===== config.mk =====
export PLATFORM = sky130hd
export DESIGN_NAME = first_fit_block_allocator
export DESIGN_NICKNAME = d
export VERILOG_FILES = /design/src/rtl/ffba_pkg.sv /design/src/rtl/first_fit_block_allocator.sv /design/src/rtl/ffba_ctrl.sv /design/src/rtl/ffba_dp.sv
export SDC_FILE = /design/constraint.sdc
export NUM_CORES = 2
export LEC_CHECK = 0
export ABC_AREA = 1
export BUFFER_PORTS_ARGS = -buffer_cell sky130_fd_sc_hd__buf_4
export CORE_MARGIN = 5
export CORE_UTILIZATION = 44
export CTS_BUF_LIST = sky130_fd_sc_hd__clkbuf_4 sky130_fd_sc_hd__clkbuf_8
export CTS_CLUSTER_SIZE = 8
export DETAILED_ROUTE_END_ITERATION = 16
export GPL_TIMING_DRIVEN = 1
export PLACE_DENSITY = 0.68
export RECOVER_POWER = 100
export SLEW_MARGIN = 25
export SYNTH_ARGS = -nofsm -noshare
export SYNTH_HDL_FRONTEND = slang
export SYNTH_SLANG_ARGS = --single-unit

===== constraint.sdc =====
create_clock -name clk -period 5.8 [get_ports clk]
set_input_delay 0.58 -clock clk [delete_from_list [all_inputs] [get_ports clk]]
set_output_delay 0.58 -clock clk [all_outputs]
set_load 0.01 [all_outputs]

===== src/rtl/ffba_pkg.sv =====
package ffba_pkg;

  localparam int MAX_BLOCKS = 64;
  localparam int IDX_W      = $clog2(MAX_BLOCKS);
  localparam int CNT_W      = $clog2(MAX_BLOCKS + 1);
  localparam int ADDR_W     = 32;
  localparam int SIZE_W     = 24;
  localparam int HDR_W      = 8;
  localparam int BRK_W      = SIZE_W + 1;
  localparam int ST_W       = 2;
  localparam int CIDX_W     = 2;

  localparam logic [ST_W-1:0] ST_OK      = 2'd0;
  localparam logic [ST_W-1:0] ST_NOMEM   = 2'd1;
  localparam logic [ST_W-1:0] ST_UNKNOWN = 2'd2;

  localparam logic OP_ALLOC = 1'b0;
  localparam logic OP_FREE  = 1'b1;

  localparam logic [CIDX_W-1:0] CFG_HEAP_BASE    = 2'd0;
  localparam logic [CIDX_W-1:0] CFG_HEAP_LIMIT   = 2'd1;
  localparam logic [CIDX_W-1:0] CFG_HEADER_BYTES = 2'd2;

  localparam logic [SIZE_W-1:0] HEAP_LIMIT_RST   = 24'd65536;
  localparam logic [HDR_W-1:0]  HEADER_BYTES_RST = 8'd24;

  typedef struct packed {
    logic load;
    logic scan;
    logic app_calc;
    logic app_commit;
    logic emit_hit;
    logic emit_miss;
    logic emit_null;
  } cmd_t;

  typedef struct packed {
    logic is_free;
    logic null_free;
    logic hit;
    logic miss;
  } stat_t;

  typedef struct packed {
    logic [ADDR_W-1:0] start;
    logic [SIZE_W-1:0] bytes;
    logic              free;
  } entry_t;

endpackage


===== src/rtl/first_fit_block_allocator.sv =====
// Channel   Transfer when              Payload
// in        start & !busy              in_opcode, in_request_size, in_payload_address
// out       out_valid (one cycle)      out_result_address, out_block_size, out_status
// cfg       cfg_valid & cfg_ready      cfg_index, cfg_data
//
// One item at a time. The block table is a memory read one entry per cycle while
// scanning; a free or a hit ends in the scan, and an allocate that misses goes on
// through an append state and a commit state before its result.
// Reset is synchronous, active low, and needs no clearing pass: the table is
// only read below its fill count. The receiver cannot stall; cfg_ready is always high.
module first_fit_block_allocator import ffba_pkg::*; (
  input  logic              clk,
  input  logic              rst_n,
  input  logic              start,
  output logic              busy,
  input  logic              in_opcode,
  input  logic [SIZE_W-1:0] in_request_size,
  input  logic [ADDR_W-1:0] in_payload_address,
  output logic              out_valid,
  output logic [ADDR_W-1:0] out_result_address,
  output logic [SIZE_W-1:0] out_block_size,
  output logic [ST_W-1:0]   out_status,
  input  logic              cfg_valid,
  output logic              cfg_ready,
  input  logic [CIDX_W-1:0] cfg_index,
  input  logic [ADDR_W-1:0] cfg_data
);

  cmd_t  cmd;
  stat_t stat;

  assign cfg_ready = 1'b1;

  ffba_ctrl u_ctrl (
    .clk   (clk),
    .rst_n (rst_n),
    .start (start),
    .busy  (busy),
    .stat  (stat),
    .cmd   (cmd)
  );

  ffba_dp u_dp (
    .clk                (clk),
    .rst_n              (rst_n),
    .cmd                (cmd),
    .stat               (stat),
    .cfg_we             (cfg_valid & cfg_ready),
    .cfg_index          (cfg_index),
    .cfg_data           (cfg_data),
    .in_opcode          (in_opcode),
    .in_request_size    (in_request_size),
    .in_payload_address (in_payload_address),
    .out_valid          (out_valid),
    .out_result_address (out_result_address),
    .out_block_size     (out_block_size),
    .out_status         (out_status)
  );

endmodule


===== src/rtl/ffba_ctrl.sv =====
module ffba_ctrl import ffba_pkg::*; (
  input  logic  clk,
  input  logic  rst_n,
  input  logic  start,
  output logic  busy,
  input  stat_t stat,
  output cmd_t  cmd
);

  localparam logic [1:0] S_IDLE   = 2'd0;
  localparam logic [1:0] S_SCAN   = 2'd1;
  localparam logic [1:0] S_APPEND = 2'd2;
  localparam logic [1:0] S_COMMIT = 2'd3;

  logic [1:0] state_r, state_nxt;

  always_comb begin
    state_nxt = state_r;
    cmd       = '0;
    case (state_r)
      S_IDLE: begin
        if (start) begin
          cmd.load  = 1'b1;
          state_nxt = S_SCAN;
        end
      end
      S_SCAN: begin
        cmd.scan = 1'b1;
        if (stat.null_free) begin
          cmd.emit_null = 1'b1;
          state_nxt     = S_IDLE;
        end else if (stat.hit) begin
          cmd.emit_hit = 1'b1;
          state_nxt    = S_IDLE;
        end else if (stat.miss) begin
          if (stat.is_free) begin
            cmd.emit_miss = 1'b1;
            state_nxt     = S_IDLE;
          end else begin
            state_nxt = S_APPEND;
          end
        end
      end
      S_APPEND: begin
        cmd.app_calc = 1'b1;
        state_nxt    = S_COMMIT;
      end
      S_COMMIT: begin
        cmd.app_commit = 1'b1;
        state_nxt      = S_IDLE;
      end
      default: state_nxt = S_IDLE;
    endcase
  end

  always_ff @(posedge clk) begin
    if (!rst_n) begin
      state_r <= S_IDLE;
    end else begin
      state_r <= state_nxt;
    end
  end

  assign busy = (state_r != S_IDLE);

endmodule


===== src/rtl/ffba_dp.sv =====
module ffba_dp import ffba_pkg::*; (
  input  logic              clk,
  input  logic              rst_n,
  input  cmd_t              cmd,
  output stat_t             stat,
  input  logic              cfg_we,
  input  logic [CIDX_W-1:0] cfg_index,
  input  logic [ADDR_W-1:0] cfg_data,
  input  logic              in_opcode,
  input  logic [SIZE_W-1:0] in_request_size,
  input  logic [ADDR_W-1:0] in_payload_address,
  output logic              out_valid,
  output logic [ADDR_W-1:0] out_result_address,
  output logic [SIZE_W-1:0] out_block_size,
  output logic [ST_W-1:0]   out_status
);

  entry_t mem [MAX_BLOCKS];

  logic [ADDR_W-1:0] base_r;
  logic [SIZE_W-1:0] limit_r;
  logic [HDR_W-1:0]  hdr_r;

  logic              op_r;
  logic [SIZE_W-1:0] want_r;
  logic [ADDR_W-1:0] paddr_r;
  logic [BRK_W-1:0]  need_r;

  logic [CNT_W-1:0]  count_r;
  logic [BRK_W-1:0]  brk_r;
  logic [CNT_W-1:0]  idx_r;
  logic              rd_vld_r;
  logic [IDX_W-1:0]  rd_idx_r;
  entry_t            rd_entry_r;

  logic [ADDR_W-1:0] app_start_r;
  logic              app_ok_r;

  logic              out_valid_r, out_valid_nxt;
  logic [ADDR_W-1:0] out_addr_r, out_addr_nxt;
  logic [SIZE_W-1:0] out_size_r, out_size_nxt;
  logic [ST_W-1:0]   out_st_r, out_st_nxt;

  logic              done_issue;
  logic              issue;
  logic              entry_hit;
  logic [ADDR_W-1:0] rd_payload;
  logic [BRK_W:0]    app_sum;
  logic              mem_we;
  logic [IDX_W-1:0]  mem_waddr;
  entry_t            mem_wdata;

  assign done_issue = (idx_r >= count_r);
  assign issue      = cmd.scan && !done_issue;
  assign rd_payload = rd_entry_r.start + {{(ADDR_W-HDR_W){1'b0}}, hdr_r};

  always_comb begin
    if (op_r == OP_ALLOC) begin
      entry_hit = rd_vld_r && rd_entry_r.free && (rd_entry_r.bytes >= want_r);
    end else begin
      entry_hit = rd_vld_r && (rd_payload == paddr_r);
    end
  end

  assign stat.is_free   = (op_r == OP_FREE);
  assign stat.null_free = (op_r == OP_FREE) && (paddr_r == '0);
  assign stat.hit       = entry_hit;
  assign stat.miss      = done_issue && !entry_hit;

  assign app_sum = {1'b0, brk_r} + {1'b0, need_r};

  always_comb begin
    mem_we    = 1'b0;
    mem_waddr = rd_idx_r;
    mem_wdata = '{start: rd_entry_r.start, bytes: rd_entry_r.bytes,
                  free: (op_r == OP_FREE)};
    if (cmd.emit_hit) begin
      mem_we = 1'b1;
    end else if (cmd.app_commit && app_ok_r) begin
      mem_we    = 1'b1;
      mem_waddr = count_r[IDX_W-1:0];
      mem_wdata = '{start: app_start_r, bytes: want_r, free: 1'b0};
    end
  end

  always_ff @(posedge clk) begin
    if (mem_we) begin
      mem[mem_waddr] <= mem_wdata;
    end
    if (issue) begin
      rd_entry_r <= mem[idx_r[IDX_W-1:0]];
    end
  end

  always_comb begin
    out_valid_nxt = cmd.emit_hit | cmd.emit_miss | cmd.emit_null | cmd.app_commit;
    out_addr_nxt  = '0;
    out_size_nxt  = '0;
    out_st_nxt    = ST_OK;
    if (cmd.emit_hit) begin
      out_addr_nxt = (op_r == OP_ALLOC) ? rd_payload : '0;
      out_size_nxt = rd_entry_r.bytes;
    end else if (cmd.emit_miss) begin
      out_st_nxt = ST_UNKNOWN;
    end else if (cmd.app_commit) begin
      if (app_ok_r) begin
        out_addr_nxt = app_start_r + {{(ADDR_W-HDR_W){1'b0}}, hdr_r};
        out_size_nxt = want_r;
      end else begin
        out_st_nxt = ST_NOMEM;
      end
    end
  end

  always_ff @(posedge clk) begin
    if (!rst_n) begin
      base_r      <= '0;
      limit_r     <= HEAP_LIMIT_RST;
      hdr_r       <= HEADER_BYTES_RST;
      count_r     <= '0;
      brk_r       <= '0;
      idx_r       <= '0;
      rd_vld_r    <= 1'b0;
      out_valid_r <= 1'b0;
    end else begin
      if (cfg_we) begin
        case (cfg_index)
          CFG_HEAP_BASE:    base_r  <= cfg_data;
          CFG_HEAP_LIMIT:   limit_r <= cfg_data[SIZE_W-1:0];
          CFG_HEADER_BYTES: hdr_r   <= cfg_data[HDR_W-1:0];
          default: ;
        endcase
      end
      if (cmd.load) begin
        idx_r    <= '0;
        rd_vld_r <= 1'b0;
      end else begin
        rd_vld_r <= issue;
        if (issue) begin
          idx_r <= idx_r + 1'b1;
        end
      end
      if (cmd.app_commit && app_ok_r) begin
        count_r <= count_r + 1'b1;
        brk_r   <= app_sum[BRK_W-1:0];
      end
      out_valid_r <= out_valid_nxt;
    end
  end

  always_ff @(posedge clk) begin
    if (cmd.load) begin
      op_r    <= in_opcode;
      want_r  <= in_request_size;
      paddr_r <= in_payload_address;
      need_r  <= {{(BRK_W-HDR_W){1'b0}}, hdr_r} + {1'b0, in_request_size};
    end
    if (issue) begin
      rd_idx_r <= idx_r[IDX_W-1:0];
    end
    if (cmd.app_calc) begin
      app_start_r <= base_r + {{(ADDR_W-BRK_W){1'b0}}, brk_r};
      app_ok_r    <= (count_r != CNT_W'(MAX_BLOCKS)) &&
                     (app_sum <= {2'b00, limit_r});
    end
    out_addr_r <= out_addr_nxt;
    out_size_r <= out_size_nxt;
    out_st_r   <= out_st_nxt;
  end

  assign out_valid          = out_valid_r;
  assign out_result_address = out_addr_r;
  assign out_block_size     = out_size_r;
  assign out_status         = out_st_r;

endmodule


# ---- Word-level counts from Yosys, hierarchy flattened
# Memories as Yosys holds them, arrays and structs flattened. A register that Yosys moved wholly into a read port is not among the register bits.
# Cells that the tools add are included.
dict set report totals {
  ff_bits 286
  ramBits 3648
  input_bits 95
  out_inout_bits 61
  word_cells 104
  mem_count 1
}
# memory words word_bits read_ports rd_ports_with_merged_regs write_ports line
set memory_table {}
lappend memory_table {u_dp.mem 64 57 1 1 1 ffba_dp.sv:18} ;# entry_t mem [MAX_BLOCKS];
dict set report op_classes {
  add_sub_neg 7
  n_lt_le_gt_ge 3
  eq_ne 9
  n_mux 39
  n_bitwise 5
  reduce_logical 20
}
# cell count
set op_table {}
lappend op_table {{$mux 32} 5}
lappend op_table {{$mux 57} 2}
lappend op_table {{$mux 24} 4}
lappend op_table {{$add 32x8->32} 2}
lappend op_table {{$add 32x25->32} 1}
lappend op_table {{$eq 32x32->1} 1}
lappend op_table {{$logic_not 32->1} 1}
lappend op_table {{$add 25x25->26} 1}
lappend op_table {{$le 26x24->1} 1}
lappend op_table {{$add 8x24->25} 1}
lappend op_table {{$ge 24x24->1} 1}
lappend op_table {{$mux 1} 16}
lappend op_table {{$mux 2} 8}
lappend op_table {{$add 7x1->7 const B} 2}
lappend op_table {{$mux 6} 2}
lappend op_table {{$logic_and 1x1->1} 8}
lappend op_table {{$pmux 2 s4} 1}
lappend op_table {{$reduce_and 2->1} 4}
lappend op_table {{$ge 7x7->1} 1}
lappend op_table {{$ne 7x7->1 const B} 1}
lappend op_table {{$eq 2x2->1 const B} 3}
lappend op_table {{$eq 2x1->1 const B} 2}
lappend op_table {{$logic_not 2->1} 2}
lappend op_table {{$ne 4x3->1 const B} 1}
lappend op_table {{other kinds (8)} 12}

# ---- Depth between registers and ports, before layout
dict set report logic_depth {
  ltp_word 13
  ltp_mapped 25
  mapped_depth_nobuf 23
}

# ---- Cells and area by module
# From an unflattened synthesis, not the netlist that was laid out.
dict set report hier_totals {
  hier_cells 12548
  area_unflattened_um2 160642.8
}
# mod n_inst cells_per_inst area_per_inst_um2 seq_area_each_um2
set modules_own_cells {}
lappend modules_own_cells {ffba_dp 1 12517 160461.4 118153.3}
lappend modules_own_cells {ffba_ctrl 1 29 170.2 40.0}
lappend modules_own_cells {first_fit_block_allocator 1 2 11.3 0.0}

# ---- Least setup slack after synthesis
# OpenSTA, ideal clock, no wires.
dict set report synth_timing {
  path_kind {register to register}
  from {register u_dp.idx_r[0]}
  to {register u_dp.idx_r[5]}
  setup_ps 70
  t_arrival_ps 5770
  required_ps 5730
  slack_ps -40
  stages_incl_launch_ff 16
  path_buffers 6
  period_less_slack_ps 5840
  cell_sequence {dfxtp_1 -> buf_2 -> clkinv_1 -> buf_2 -> buf_2 -> buf_2 -> clkbuf_1 -> buf_2 -> ha_1 -> nand3_1 -> o2111ai_1 -> nor2_1 -> nand4_1 -> nor3_1 -> o21ai_0 -> a21oi_1}
}
dict set report synth_between {
  elab_chain_cells 3
  elab_cells_between_ends 4
  cone_classes {add/sub: 1; order compare: 1; reduce/logical: 2}
}
# item line
set synth_rtl {}
lappend synth_rtl {{from (decl)} ffba_dp.sv:31} ;# logic [CNT_W-1:0] idx_r;
lappend synth_rtl {{from (signal assigned)} ffba_dp.sv:140} ;# idx_r <= idx_r + 1'b1;
lappend synth_rtl {{$ge 7x7->1} ffba_dp.sv:53} ;# assign done_issue = (idx_r >= count_r);
lappend synth_rtl {{$logic_not 1->1} ffba_dp.sv:54} ;# assign issue = cmd.scan && !done_issue;
lappend synth_rtl {{$logic_and 1x1->1} ffba_dp.sv:54}
lappend synth_rtl {{named net u_dp.issue} ffba_dp.sv:45} ;# logic issue;
# The timed path passes the listed nets, and every way through them passes these cells.
# A chain may end at the register's enable or synchronous reset.

==> insert_results.sql <==
INSERT INTO impl_metrics (metric_group, metric, value, unit) VALUES
('setup_path', 'regToRegSetupSlack', '-0.08', 'ns'),
('setup_path', 'regToRegStartpoint', 'u_ctrl.state_r[0]', ''),
('cts', 'clock_tree.htree_level_count', '6', ''),
('logic_synthesis', 'warnings_synthesis', '0', ''),
('logic_synthesis', 'synth-edff-count', '3826', ''),
('sta', 'fin_setup_tns', '-2.38', 'ns'),
('logic_synthesis', 'synth.ff_latch_count', '3991', ''),
('outcome', 'run_status', 'finished with violations', ''),
('cts', 'cts_tree', 'yes', ''),
('detailed_routing', 'drt-initial-drc-count', '17800', ''),
('sta', 'maxSlewViolCount', '3102', ''),
('detailed_routing', 'drt-wirelength-per-cell', '29.4', 'microns'),
('die', 'die_area', '375000', 'sq um'),
('logic_synthesis', 'ys.flop_type', 'sky130_fd_sc_hd__edfxtp_1', ''),
('logic_synthesis', 'synthDominantCellAreaShare', '71.9', '%'),
('final_layout', 'nFillCells', '30700', ''),
('setup_path', 'worst_r2r_path_depth', '7', ''),
('cts', 'clk_pin_slew_worst_paths', '0.07', 'ns'),
('sta', 'finalHoldWorstSlack', '0.112', 'ns'),
('final_layout', 'post_layout_nonfiller_instances', '18100', ''),
('cts', 'worst_skew_pair.late_latency', '1.21', 'ns'),
('setup_path', 'critical_path_class', 'flop to flop', ''),
('cts', 'numClockSinks', '3991', ''),
('sta', 'worst_slack', '-0.0826', 'ns'),
('global_routing', 'grt.total_usage', '27.4', '%'),
('setup_path', 'timing.critical_path.slowest_stage_cell', 'sky130_fd_sc_hd__o21ai_0', ''),
('final_layout', 'finalNetCount', '13100', ''),
('global_routing', 'largest_net_degree_at_the_start_of_global_routing', '175', ''),
('die', 'io_pins', '156', ''),
('global_routing', 'grt_pass1_wl', '750000', 'microns'),
('logic_synthesis', 'leading_cell_types_by_total_area_after_synthesis', 'sky130_fd_sc_hd__edfxtp_1 (72%), sky130_fd_sc_hd__o21ai_0 (6.3%), sky130_fd_sc_hd__nor2_1 (4.9%)', ''),
('sta', 'timing_worst_slew_pin_value', '3.67', 'ns'),
('logic_synthesis', 'post-synth-top-area-cell', 'sky130_fd_sc_hd__edfxtp_1', ''),
('sta', 'setup-violations-final', '48', ''),
('setup_path', 'arrival', '6.75', 'ns'),
('final_layout', 'layout-area-overhead-vs-synth', '12.9', '%'),
('setup_path', 'crit_path_max_incr_delay', '2.52', 'ns'),
('detailed_routing', 'routed_wirelength', '533000', 'microns'),
('setup_path', 'number_of_buffers_and_inverters_on_the_critical_path', '4', ''),
('sta', 'maxClockFrequency', '170', 'MHz'),
('setup_path', 'cp_top_family', 'compound AO/OA/AOI/OAI gates', ''),
('logic_synthesis', 'mappedNetlistNets', '12600', ''),
('logic_synthesis', 'async_flop_share', '0', '%'),
('job', 'maxCapViolations', '67', ''),
('die', 'fp.dieH', '612', 'microns'),
('global_routing', 'grt_pass1_vias', '103000', ''),
('place', 'dp.final_hpwl', '326000', 'microns'),
('logic_synthesis', 'synth_top_cells_by_count', 'sky130_fd_sc_hd__edfxtp_1 (3826), sky130_fd_sc_hd__nor2_1 (2104), sky130_fd_sc_hd__o21ai_0 (2022)', ''),
('hold_path', 'min_path_type', 'input port to flop', ''),
('power', 'total_leakage_power', '60.0', 'nW'),
('logic_synthesis', 'netlist_instances', '12400', ''),
('die', 'design.core.area', '362000', 'sq um'),
('place', 'preCtsSetupSlack', '0.137', 'ns'),
('place', 'place.gp.congestion', '0.929', ''),
('setup_path', 'critical_path.endpoint_type', 'flop', ''),
('logic_synthesis', 'syn_area', '160000', 'sq um'),
('detailed_routing', 'drt-pass1-iter-count', '6', ''),
('setup_path', 'critical_path.endpoint', 'u_dp.mem[50][37]', ''),
('detailed_routing', 'via_count', '111000', ''),
('detailed_routing', 'ant_nets', '0', ''),
('global_routing', 'initial_antenna_violation_count', '45', ''),
('final_layout', 'share_of_final_layout_standard_cells_stronger_than_drive_strength_1', '11.0', '%'),
('cts', 'cts-buffers-inserted', '637', ''),
('setup_path', 'timing.critical_path.from', 'u_ctrl.state_r[0]', ''),
('outcome', 'failing_checks', 'capacitance limit, slew limit, setup timing', ''),
('setup_path', 'timing.critical_path.depth', '7', ''),
('logic_synthesis', 'post-synth-top-count-cell', 'sky130_fd_sc_hd__edfxtp_1', ''),
('die', 'die_x', '612', 'microns'),
('cts', 'cts_root_buffer', 'sky130_fd_sc_hd__clkbuf_8', ''),
('sta', 'slew-limit-headroom', '-144', '%'),
('sta', 'final.min_clock_period', '5.88', 'ns');
==> layout make-up <==
cell class	count	area [sq um]	share of cell area, %
Timing Repair Buffer	651	5130	2.84
Clock buffer	920	11000	6.12
Inverter	320	1240	0.688
Antenna cell	22	55.1	0.0305
Tap cell	4794	6000	3.33
Sequential cell	3991	118000	65.5
Clock inverter	151	1150	0.639
Multi-Input combinational cell	7255	37500	20.8
==> placed cells by master (no fill, tap or decap), types with 72 or more instances in the layout <==
cell	n
sky130_fd_sc_hd__clkbuf_1	136
sky130_fd_sc_hd__nor2_1	2062
sky130_fd_sc_hd__o211ai_1	99
sky130_fd_sc_hd__ha_1	132
sky130_fd_sc_hd__nand4_1	72
sky130_fd_sc_hd__dfxtp_1	163
sky130_fd_sc_hd__edfxtp_1	3826
sky130_fd_sc_hd__dlygate4sd3_1	123
sky130_fd_sc_hd__clkbuf_4	325
sky130_fd_sc_hd__a31oi_1	92
sky130_fd_sc_hd__a21oi_1	245
sky130_fd_sc_hd__nand3_1	369
sky130_fd_sc_hd__buf_4	164
sky130_fd_sc_hd__o221ai_1	367
sky130_fd_sc_hd__o21ai_0	2012
sky130_fd_sc_hd__clkbuf_2	99
sky130_fd_sc_hd__nand2_1	872
sky130_fd_sc_hd__o22ai_1	573
sky130_fd_sc_hd__clkinv_1	76
sky130_fd_sc_hd__inv_1	311
sky130_fd_sc_hd__clkbuf_8	660
==> worst register-to-register path: stages (launching register included) <==
cell	delay, ns
sky130_fd_sc_hd__dfxtp_1	0.39
sky130_fd_sc_hd__nand2_1	0.11
sky130_fd_sc_hd__inv_1	0.06
sky130_fd_sc_hd__nand2_1	0.34
sky130_fd_sc_hd__buf_4	0.51
sky130_fd_sc_hd__buf_4	0.43
sky130_fd_sc_hd__o21ai_0	2.55
sky130_fd_sc_hd__clkbuf_4	1.11
==> stage by stage <==
stage / total power, mW / instance area [sq um]
after global placement: 32.9 / 168000
after global routing: 57.6 / 180000
final: 56.1 / 180000
after detailed placement: 32.9 / 168000
after floorplan: 32.4 / 160000
after CTS: 56.2 / 182000
==> how the worst min path moves through the flow <==
stage | start | to
after global routing | in_payload_address[22] | u_dp.paddr_r[22]
after CTS | in_payload_address[13] | u_dp.paddr_r[13]
final | in_payload_address[25] | u_dp.paddr_r[25]
after global placement | u_dp.limit_r[10] | u_dp.limit_r[10]
after floorplan | u_dp.app_ok_r | u_dp.out_status[0]
after detailed placement | u_dp.limit_r[5] | u_dp.limit_r[5]
==> sequential cells by signal, indices dropped and copies added (netlist names), named ones only <==
| signal | count |
|---|---|
| u_dp.want_r | 24 |
| u_dp.app_start_r | 32 |
| u_dp.rd_vld_r | 1 |
| u_dp.hdr_r | 8 |
| u_dp.app_ok_r | 1 |
| u_dp.out_block_size | 24 |
| u_dp.out_status | 2 |
| u_dp.paddr_r | 32 |
| u_dp.limit_r | 24 |
| u_dp.rd_idx_r | 6 |
| u_dp.out_valid | 1 |
| u_dp.need_r | 25 |
| u_dp.brk_r | 25 |
| u_dp.op_r | 1 |
| u_dp.idx_r | 7 |
| u_dp.out_result_address | 32 |
| u_dp.mem | 3648 |
| u_dp.base_r | 32 |
| u_dp.rd_entry_r | 57 |
| u_dp.count_r | 7 |
| u_ctrl.state_r | 1 |
==> logic make-up (layout without fill, tap and decap cells) <==
kind of cell / after synthesis / after routing / synth area share [%]
other: 1 / 23 / 0.00235
adders and majority gates: 137 / 137 / 1.10
xor gates and xnor gates: 93 / 93 / 0.519
AOI/OAI and AO/OA: 3522 / 3522 / 12.9
and+or+nand+nor: 3502 / 3502 / 8.78
buffers and inverters: 1140 / 2042 / 2.73
DFF: 3991 / 3991 / 74.0
==> power by group <==
group          internal (mW)  switching (mW)  total [mW]
clock                   12.6            11.2        23.7
combinational          0.271           0.613       0.884
sequential              31.4          0.0957        31.5
total                   44.2            11.9        56.1
==> metal layers <==
layer,track usage (%),routed length (microns)
met1,37.8,202000
met2,40.7,233000
met3,7.30,69600
met4,12.7,28600
met5,0,208
==> repair_timing <==
action / 4_1_cts / 5_1_grt
gates resized for setup: 0 / 4
buffers inserted: 0 / 11
hold buffers: 123 / 0
endpoints found under the setup margin: 0 / 377
endpoints found under the hold margin: 151 / 0
Note: power is estimated with default switching activity, not from simulation.
